## config.mk

```make
export PLATFORM = sky130hd
export DESIGN_NAME = rilbp_window
export DESIGN_NICKNAME = d
export VERILOG_FILES = /design/src/rtl/rilbp_pkg.sv /design/src/rtl/rilbp_window.sv
export SDC_FILE = /design/constraint.sdc
export NUM_CORES = 1
export LEC_CHECK = 0
export ABC_AREA = 1
export BUFFER_PORTS_ARGS = -buffer_cell sky130_fd_sc_hd__buf_2
export CAP_MARGIN = 25
export CORE_AREA = 2 2 245 247
export DETAILED_ROUTE_END_ITERATION = 6
export DIE_AREA = 0 0 247 249
export HOLD_SLACK_MARGIN = 0.15
export PLACE_DENSITY_LB_ADDON = 0.12
export SLEW_MARGIN = 0
export SYNTH_ARGS = -nofsm -noshare
export SYNTH_HDL_FRONTEND = slang
export SYNTH_SLANG_ARGS = --single-unit
export TNS_END_PERCENT = 5
```

## constraint.sdc

```tcl
create_clock -name clk -period 14.35 [get_ports clk]
set_input_delay 1.435 -clock clk [delete_from_list [all_inputs] [get_ports clk]]
set_output_delay 1.435 -clock clk [all_outputs]
set_load 0.01 [all_outputs]
```

## src/rtl/rilbp_pkg.sv

```systemverilog
// ----------------------------------------------------------------------------
// rilbp_pkg
// Shared types, constants and helper functions for the rotation-invariant
// circular LBP block (radius 3, eight points).
// ----------------------------------------------------------------------------
package rilbp_pkg;

  // Window geometry: 7x7 neighborhood, six stored lines.
  localparam int WIN        = 7;
  localparam int STORE_ROWS = 6;
  localparam int RADIUS     = 3;
  localparam int FIRST_OUT  = 2 * RADIUS;

  // Frame size limits.
  localparam int MIN_SIZE   = 7;
  localparam int MAX_HEIGHT = 4096;

  // Configuration register indexes.
  localparam int          CFG_INDEX_W      = 2;
  localparam logic [1:0]  REG_IMAGE_WIDTH  = 2'd0;
  localparam logic [1:0]  REG_IMAGE_HEIGHT = 2'd1;
  localparam int          CFG_DATA_W       = 13;

  // Bilinear weights for the diagonal samples in 0.8 fixed point (sum 256).
  localparam int W_NEAR = 198;
  localparam int W_SIDE = 27;
  localparam int W_FAR  = 4;

  typedef logic [7:0] pix_t;

  // One column entering the window: index 0 is the oldest line.
  typedef pix_t [WIN-1:0] column_t;

  // One line-store word: the six stored pixels of one column.
  typedef pix_t [STORE_ROWS-1:0] store_word_t;

  // Per-item control that travels down the pipeline.
  typedef struct packed {
    logic produce;
    logic eol;
    logic eof;
  } item_flags_t;

  // Weighted sum of the four corners around one diagonal sample point.
  function automatic logic [15:0] diag_sample(pix_t near_px, pix_t side_a,
                                              pix_t side_b, pix_t far_px);
    logic [15:0] acc;
    acc = 16'(near_px) * 16'(W_NEAR)
        + 16'(side_a) * 16'(W_SIDE)
        + 16'(side_b) * 16'(W_SIDE)
        + 16'(far_px) * 16'(W_FAR);
    return acc;
  endfunction

  // Smallest of the eight rotations of an 8-bit code.
  function automatic pix_t rot_min(pix_t code);
    pix_t        best;
    pix_t        rot;
    logic [15:0] dbl;
    best = code;
    dbl  = {code, code};
    for (int r = 1; r < 8; r++) begin
      rot = 8'(dbl >> (8 - r));
      if (rot < best) begin
        best = rot;
      end
    end
    return best;
  endfunction

endpackage

```

## src/rtl/rilbp_window.sv

```systemverilog
// ----------------------------------------------------------------------------
// rilbp_window
// 7x7 window of pixel registers and the eight-point circular comparison that
// forms the raw pattern around the window center.
// ----------------------------------------------------------------------------
module rilbp_window (
  input  logic               clk,
  input  logic               rst,
  input  logic               shift,
  input  rilbp_pkg::column_t column,
  output rilbp_pkg::pix_t    raw_code
);

  localparam int W = rilbp_pkg::WIN;

  rilbp_pkg::pix_t win [W][W];
  logic [15:0]     center_fx;

  // Each row shifts left by one; the new column enters on the right.
  always_ff @(posedge clk) begin
    if (rst) begin
      for (int r = 0; r < W; r++) begin
        for (int c = 0; c < W; c++) begin
          win[r][c] <= '0;
        end
      end
    end else if (shift) begin
      for (int r = 0; r < W; r++) begin
        for (int c = 0; c < W - 1; c++) begin
          win[r][c] <= win[r][c+1];
        end
        win[r][W-1] <= column[r];
      end
    end
  end

  assign center_fx = {win[3][3], 8'h00};

  // Sample k sets bit 7-k. Cardinal points compare a single pixel directly.
  always_comb begin
    raw_code[7] = win[6][3] > win[3][3];
    raw_code[6] = rilbp_pkg::diag_sample(win[5][1], win[5][0], win[6][1], win[6][0])
                  > center_fx;
    raw_code[5] = win[3][0] > win[3][3];
    raw_code[4] = rilbp_pkg::diag_sample(win[1][1], win[1][0], win[0][1], win[0][0])
                  > center_fx;
    raw_code[3] = win[0][3] > win[3][3];
    raw_code[2] = rilbp_pkg::diag_sample(win[1][5], win[1][6], win[0][5], win[0][6])
                  > center_fx;
    raw_code[1] = win[3][6] > win[3][3];
    raw_code[0] = rilbp_pkg::diag_sample(win[5][5], win[5][6], win[6][5], win[6][6])
                  > center_fx;
  end

endmodule

```

# Yosys cells after proc, flatten, opt, wreduce, memory -nomap -nowiden
# Memories as Yosys holds them, arrays and structs flattened.
# Index checks and enable logic that the tools add are counted.
[word_totals] ram_bits=392 mem_count=1 ff_bits=0 in_bits=59 elab_cells=136
[mem_list] name="win" words=7 width=56 rd=7 rd_clocked_by_memory_dff=0 wr=7 line_no="rilbp_window.sv:16" rtl="rilbp_pkg::pix_t win [W][W];"
[op_classes] multipliers=12 n_lt_le_gt_ge=8 muxes=54 n_addsub=12 n_bitwise=49
[op_table] operator="2-to-1 mux 8 bit" count=49
[op_table] operator="adder 16 x 13 -> 16 bit" count=8
[op_table] operator="multiplier 8 x 5 -> 13 bit, second input constant" count=8
[op_table] operator="adder 16 x 10 -> 16 bit" count=4
[op_table] operator="greater-than comparator 16 bit" count=4
[op_table] operator="multiplier 8 x 7 -> 15 bit, second input constant" count=4
[op_table] operator="OR 1 bit" count=49
[op_table] operator="greater-than comparator 8 bit" count=4
[op_table] operator="2-to-1 mux 1 bit" count=5

# Logic depth before layout (Yosys ltp)
# Gate-level depths: netlist of run 1.
# An unclocked memory read counts as a cell.
[logic_depth] depth_word=6 mapped_depth=36

# Worst setup path before layout of run 1
# No wires, ideal clock.
[synth_timing] path_kind="register to output" from="memory win[1][9] (netlist name)" to="output raw_code[2]" arrival_time_ns=6.330 setup_slack_ns=6.585 required_ns=12.915 path_buffers=0 stages_incl_launch_ff=32 cell_sequence="edfxtp_1 -> ha_1 -> fa_1 -> ha_1 -> fa_1 -> ha_1 -> nand2_1 -> inv_1 -> a21oi_1 -> xnor2_1 -> ha_1 -> fa_1 -> inv_1 -> fa_1 -> fa_1 -> inv_1 -> ha_1 -> nand2_1 -> inv_1 -> nand2_1 -> nand2_1 -> nand3b_1 -> xnor2_1 -> inv_1 -> ha_1 -> nand2_1 -> inv_1 -> nand4_1 -> nor2_1 -> nand2_1 -> nor2_1 -> a21oi_1"
[synth_rtl] element="from (decl)" line_no="rilbp_window.sv:16"
[synth_rtl] element="to (decl)" line_no="rilbp_window.sv:11" rtl="output rilbp_pkg::pix_t raw_code"

==> impl_metrics.json, run 1 <==
{
  "run_status": "completed",
  "period_share": 0.637,
  "worst_pin_slew_ns": 1.03,
  "ir_worst_vdd_mv": 0.147,
  "crit_path_start_kind": "flop",
  "cp.required_ns": 12.91,
  "dr.pass1.iters": 5,
  "path_class": "reg -> out",
  "grt_max_degree": 161,
  "drc": 0,
  "synth.yosys.seq_area_share": 0.319,
  "htree_levels": 2,
  "clockBufferDepth": 3,
  "wl_um": 57100,
  "core_area_um2": 58700,
  "ant_nets": 0,
  "nets": 3565,
  "crit_buf_inv": 5,
  "die_h_um": 249,
  "synth_flop_cell": "edfxtp_1",
  "initial_utilization": 0.449,
  "dp.cells": 3580,
  "ys_types": 27,
  "period_needed_ns": 9.14,
  "fp.dieW_um": 247,
  "fmax_mhz": 109,
  "worst_path_most_repeated_cell": "nand2_1",
  "grt_pass1_vias": 18500,
  "clk_latency_ns": 0.55,
  "ys_ff_latch": 280,
  "ys_warn_count": 0,
  "cap_violations": 0,
  "fin_skew_ns": 0.0193,
  "async_reset_ff_frac": 0,
  "cp_max_fo": 5,
  "diodes": 0,
  "clk_pin_slew_ns": 0.06,
  "routabilityCongestion": 0.908,
  "cts_sinks": 280,
  "dp_hpwl_um": 45300,
  "hold_viol": 0,
  "grt_usage": 0.195,
  "io_buffers": 50,
  "largest_reg_flops": 280,
  "dieArea_um2": 61500,
  "cts_tree": "built",
  "power.density_nw_per_um2": 220,
  "rsz0062_at_grt": "no",
  "first_iter_violations": 801,
  "num_rows": 89,
  "drt-wirelength-per-cell_um": 15.7,
  "grt-ovfl-total": 0,
  "synth_edf_count": 280,
  "top_regs": "win (280)",
  "setup_viol": 0,
  "ios": 67,
  "post_cts_buffers": 0,
  "syn_area_um2": 26300,
  "syn_to_final_growth_pct": 9.01,
  "syn_nets": 3502,
  "relSlewSlack": 0.314,
  "largest_register": "win",
  "holdBufCountCts": 0,
  "min_path_type": "reg -> reg",
  "crit_slowest_cell": "fa_1",
  "end_kind": "output port",
  "grt_pass1_wl_um": 94500,
  "antenna_found_initial": 1,
  "cts.repair.resized": 0,
  "holdWs_ns": 0.540,
  "slowest_delay_ns": 0.54,
  "synthCells": 2782,
  "vias": 17600,
  "postSynthAreaPerCell_um2": 9.47,
  "path_delay_family": "adder cells",
  "cp.arrival_ns": 7.71,
  "drive_gt1_frac": 0.0428,
  "instances_no_fill": 3644,
  "slew_violations": 0,
  "p_leak_nw": 14.8,
  "via_per_inst": 4.82,
  "setup_tns_ns": 0,
  "cts_made_buffers": 35,
  "cts-root-buf": "clkbuf_16"
}
==> placed cells by master, fill, tap and decap left out, drive strengths merged <==
master | synthesis | final
buf | 22 | 56
clkbuf | 8 | 42
a211oi | 4 | 4
nor3 | 10 | 10
nand3b | 4 | 4
nand3 | 113 | 113
nor3b | 1 | 1
o21ai | 24 | 24
fa | 248 | 248
or2 | 7 | 7
nand4 | 17 | 17
xor2 | 48 | 48
nor2 | 388 | 388
inv | 716 | 716
ha | 413 | 413
edfxtp | 280 | 280
a31oi | 9 | 9
clkinv | 0 | 13
bufinv | 0 | 6
a21o | 9 | 9
and2 | 1 | 1
o21bai | 8 | 8
a21oi | 109 | 109
nand2 | 325 | 325
xnor2 | 18 | 18
clkinvlp | 0 | 2
==> final timing paths <==
| kind | startpoint | to | slack [ns] | depth (start not counted) |
|---|---|---|---|---|
| setup / recovery | win[1][9] | raw_code[2] | 5.21 | 33 |
| hold / removal | win[1][39] | win[1][47] | 0.54 | 2 |
| setup reg to reg | win[3][29] | win[3][37] | 12.99 | 2 |
| hold reg to reg | win[1][39] | win[1][47] | 0.54 | 2 |
==> kinds of logic after synthesis <==
kind of cell | share of synthesized area
fa+ha+maj | 0.385
simple gates | 0.133
flops | 0.319
buf+inv | 0.107
xor+xnor | 0.0219
compound gates | 0.0334
==> worst reg2reg max path, stage by stage (launching register included) <==
cell,delay [ns]
edfxtp_1,0.35
inv_1,0.63
nor2_1,0.11
==> per-layer routing <==
metal,global-route usage,vias to the layer above,routed length (µm)
li1,-,8823,-
met1,0.262,8420,26200
met2,0.326,221,27400
met3,0.0250,87,1730
met4,0.0623,0,1800
met5,0,-,0
==> layout make-up <==
| type | count | area [µm²] |
|---|---|---|
| Clock buffer | 42 | 945 |
| Clock inverter | 21 | 263 |
| Fill cell | 5572 | 30000 |
| Inverter | 716 | 2690 |
| Multi-Input combinational cell | 1756 | 15100 |
| Sequential cell | 280 | 8410 |
| Tap cell | 773 | 967 |
| Timing Repair Buffer | 56 | 328 |
==> stage by stage <==
step                setup WS [ns]  area [µm²]   util  total power [mW]
global route                 4.69       28700  0.489              7.14
global placement             5.84       27500  0.468              5.35
detailed placement           5.77       27500  0.468              5.43
floorplan                    6.59       26300      -              4.41
CTS                          5.15       28700  0.489              6.42
finish                       5.21       28700  0.489              6.32
==> power breakdown <==
part           total (mW)  internal (mW)  switching, mW  leakage (nW)
Combinational        4.38           1.74           2.64          11.1
Sequential           1.00          0.957         0.0442          3.10
Clock               0.944          0.578          0.366         0.582
==> cells in the mapped netlist, drive strengths merged, types with 10 or more instances <==
library cell	count	area share
ha	413	0.20
nor2	388	0.055
nand4	17	0.0040
nand3	113	0.022
a21oi	109	0.021
edfxtp	280	0.32
xor2	48	0.016
o21ai	24	0.0046
xnor2	18	0.0060
inv	716	0.10
nor3	10	0.0019
nand2	325	0.047
buf	22	0.0042
fa	248	0.19
(Power assumes the default switching activity.)
==> run 2: changes to the inputs <==
ABC_AREA = 0   (was 1)
CORE_AREA = 2 2 241 243   (was 2 2 245 247)
DIE_AREA = 0 0 243 245   (was 0 0 247 249)
clock period = 8.2 ns   (was 14.35 ns; I/O delays follow)
==> run 2 against run 1 <==
Against the previous run:
- the flow now finishes with violations (negative setup slack)
- area after synthesis decreased by 4.0%
- global-route usage decreased by 2.3 points
- clock skew barely moved
- wire length fell by 16%
- critical path depth decreased by 7
- die area is 3.2% lower
- core utilization increased by 0.80 points
- largest cell class unchanged
==> impl_metrics.json, run 2 <==
{
  "run_status": "complete, but fails checks",
  "violations": "negative setup slack",
  "via_per_inst": 4.96,
  "cp_max_fo": 4,
  "synth.yosys.seq_area_share": 0.332,
  "crit_slowest_cell": "fa_1",
  "register_area_um2": 8410,
  "diodes": 0,
  "drc": 0,
  "num_rows": 88,
  "p_leak_nw": 13.5,
  "ant_nets": 0,
  "core_area_um2": 57000,
  "hold_viol": 0,
  "top_regs": "win (280)",
  "grt_usage": 0.171,
  "period_needed_ns": 8.47,
  "cp.required_ns": 7.38,
  "slowest_delay_ns": 0.57,
  "grt_max_degree": 281,
  "cts-root-buf": "clkbuf_16",
  "cts_tree": "built",
  "rsz0062_at_grt": "yes",
  "first_iter_violations": 645,
  "synth_flop_cell": "edfxtp_1",
  "postSynthAreaPerCell_um2": 11.7,
  "path_delay_family": "adder cells",
  "largest_register": "win",
  "cap_violations": 0,
  "crit_buf_inv": 5,
  "wl_um": 48000,
  "period_share": 1.03,
  "layout_common_cells": "385 x ha_1, 373 x inv_1, 283 x and2_1",
  "synth_top_cells_by_area": "edfxtp_1 33%, ha_1 20%, fa_1 20%",
  "yosysMostFrequentCell": "ha_1",
  "syn_area_um2": 25300,
  "setup_ws_ns": -0.268,
  "postLayoutCellArea_um2": 28400,
  "multiInputGateArea_um2": 15900,
  "ys_types": 58,
  "relSlewSlack": 0.267,
  "ios": 67,
  "syn_nets": 2884,
  "fin_skew_ns": 0.0189,
  "setup_viol": 4,
  "setup_tns_ns": -0.816,
  "worst_path_most_repeated_cell": "fa_1",
  "min_path_type": "reg -> reg",
  "cts_sinks": 280,
  "synthCells": 2164,
  "vias": 15100,
  "dp.cells": 2970,
  "yosys.area.top_type": "edfxtp_1",
  "initial_utilization": 0.443,
  "drive_gt1_frac": 0.0985,
  "routabilityCongestion": 0.843,
  "async_reset_ff_frac": 0,
  "nets": 2975,
  "clockBufferDepth": 3,
  "path_class": "reg -> out",
  "dr.pass1.iters": 5,
  "clk_latency_ns": 0.54,
  "antenna_found_initial": 0,
  "synth_top_area_share": 0.332,
  "grt-ovfl-total": 0,
  "ys_ff_latch": 280,
  "crit_path_start_kind": "flop",
  "placed_area_um2": 26600,
  "grt_pass1_vias": 16100,
  "ys_warn_count": 0,
  "slew_violations": 0,
  "dp_hpwl_um": 36600,
  "die_h_um": 245,
  "ir_worst_vdd_mv": 0.365,
  "synth_edf_count": 280,
  "worst_pin_slew_ns": 1.10,
  "clk_pin_slew_ns": 0.06,
  "post-route-util": 0.497,
  "grt_pass1_wl_um": 81700,
  "fmax_mhz": 118,
  "drt-wirelength-per-cell_um": 15.8,
  "dieArea_um2": 59500,
  "layout_commonest_cell": "ha_1",
  "power.density_nw_per_um2": 416,
  "fp.dieW_um": 243,
  "io_buffers": 50,
  "cts_made_buffers": 34,
  "instances_no_fill": 3040,
  "n_fill_cell": 5152,
  "syn_to_final_growth_pct": 12.1,
  "htree_levels": 2,
  "yosys-top-cells-count": "413 x ha_1, 379 x inv_1, 285 x and2_1",
  "holdWs_ns": 0.500,
  "largest_reg_flops": 280,
  "cp.arrival_ns": 7.65,
  "end_kind": "output port"
}
[run 2: cell count changes after synthesis, moves of 24 or more]
| cell | before | now |
|---|---|---|
| inv_1 | 716 | 379 |
| nand3_1 | 111 | 15 |
| nor2_1 | 386 | 46 |
| xnor2_1 | 18 | 52 |
| a21oi_1 | 109 | 72 |
| and2_1 | 1 | 285 |
| o21a_1 | 0 | 24 |
| nand2_1 | 322 | 20 |
[run 2: final cells by class]
| class | count | area share |
|---|---|---|
| clock inverter | 12 | 0.00534 |
| tap | 765 | 0.0338 |
| multi-input combinational | 1474 | 0.561 |
| sequential | 280 | 0.297 |
| inverter | 379 | 0.0502 |
| clock buffer | 44 | 0.0336 |
| timing repair buffer | 86 | 0.0201 |
[run 2: cells by family after synthesis]
group | Yosys count | synth area share
AO/OA/AOI/OAI | 235 | 0.0618
XOR/XNOR | 88 | 0.0305
adder cells (fa/ha/maj) | 661 | 0.401
buffers and inverters | 410 | 0.0608
flip-flops | 280 | 0.332
AND/OR/NAND/NOR | 490 | 0.114
[run 2: layer usage]
| layer | track usage | part of all wire | up-vias |
|---|---|---|---|
| met3 | 0.0248 | 0.031 | 61 |
| met2 | 0.290 | 0.48 | 177 |
| met5 | 0 | 0 | - |
| met4 | 0.0411 | 0.020 | 0 |
| met1 | 0.233 | 0.47 | 7415 |
| li1 | - | - | 7433 |
[run 2: worst paths after layout]
kind         startpoint  depth (start not counted)  slack, ns          end
max           win[1][9]                         26      -0.27  raw_code[2]
min          win[0][20]                          1       0.50   win[0][28]
max reg2reg  win[5][14]                          2       7.17   win[5][22]
min reg2reg  win[0][20]                          1       0.50   win[0][28]
[run 2: power breakdown]
group | internal (mW) | switching, mW | leakage [nW] | total, mW
Combinational | 4.10 | 4.42 | 9.85 | 8.52
Sequential | 1.68 | 0.0734 | 3.09 | 1.75
Clock | 0.914 | 0.601 | 0.537 | 1.51
[run 2: metrics by stage]
step / setup WS, ns / power (mW)
global route: -0.558 / 13.1
finish: -0.268 / 11.8
CTS: -0.304 / 11.6
global placement: 0.0218 / 9.34
floorplan: 0.531 / 7.82
detailed placement: -0.0249 / 9.53
[run 2: timing repair]
item                       4_1_cts  5_1_grt
hold buffers                     0        0
setup endpoints to repair        4        4
pin swaps                       80       30
gates resized for setup         60       27
setup buffers                   10        3
gates cloned                     0        0
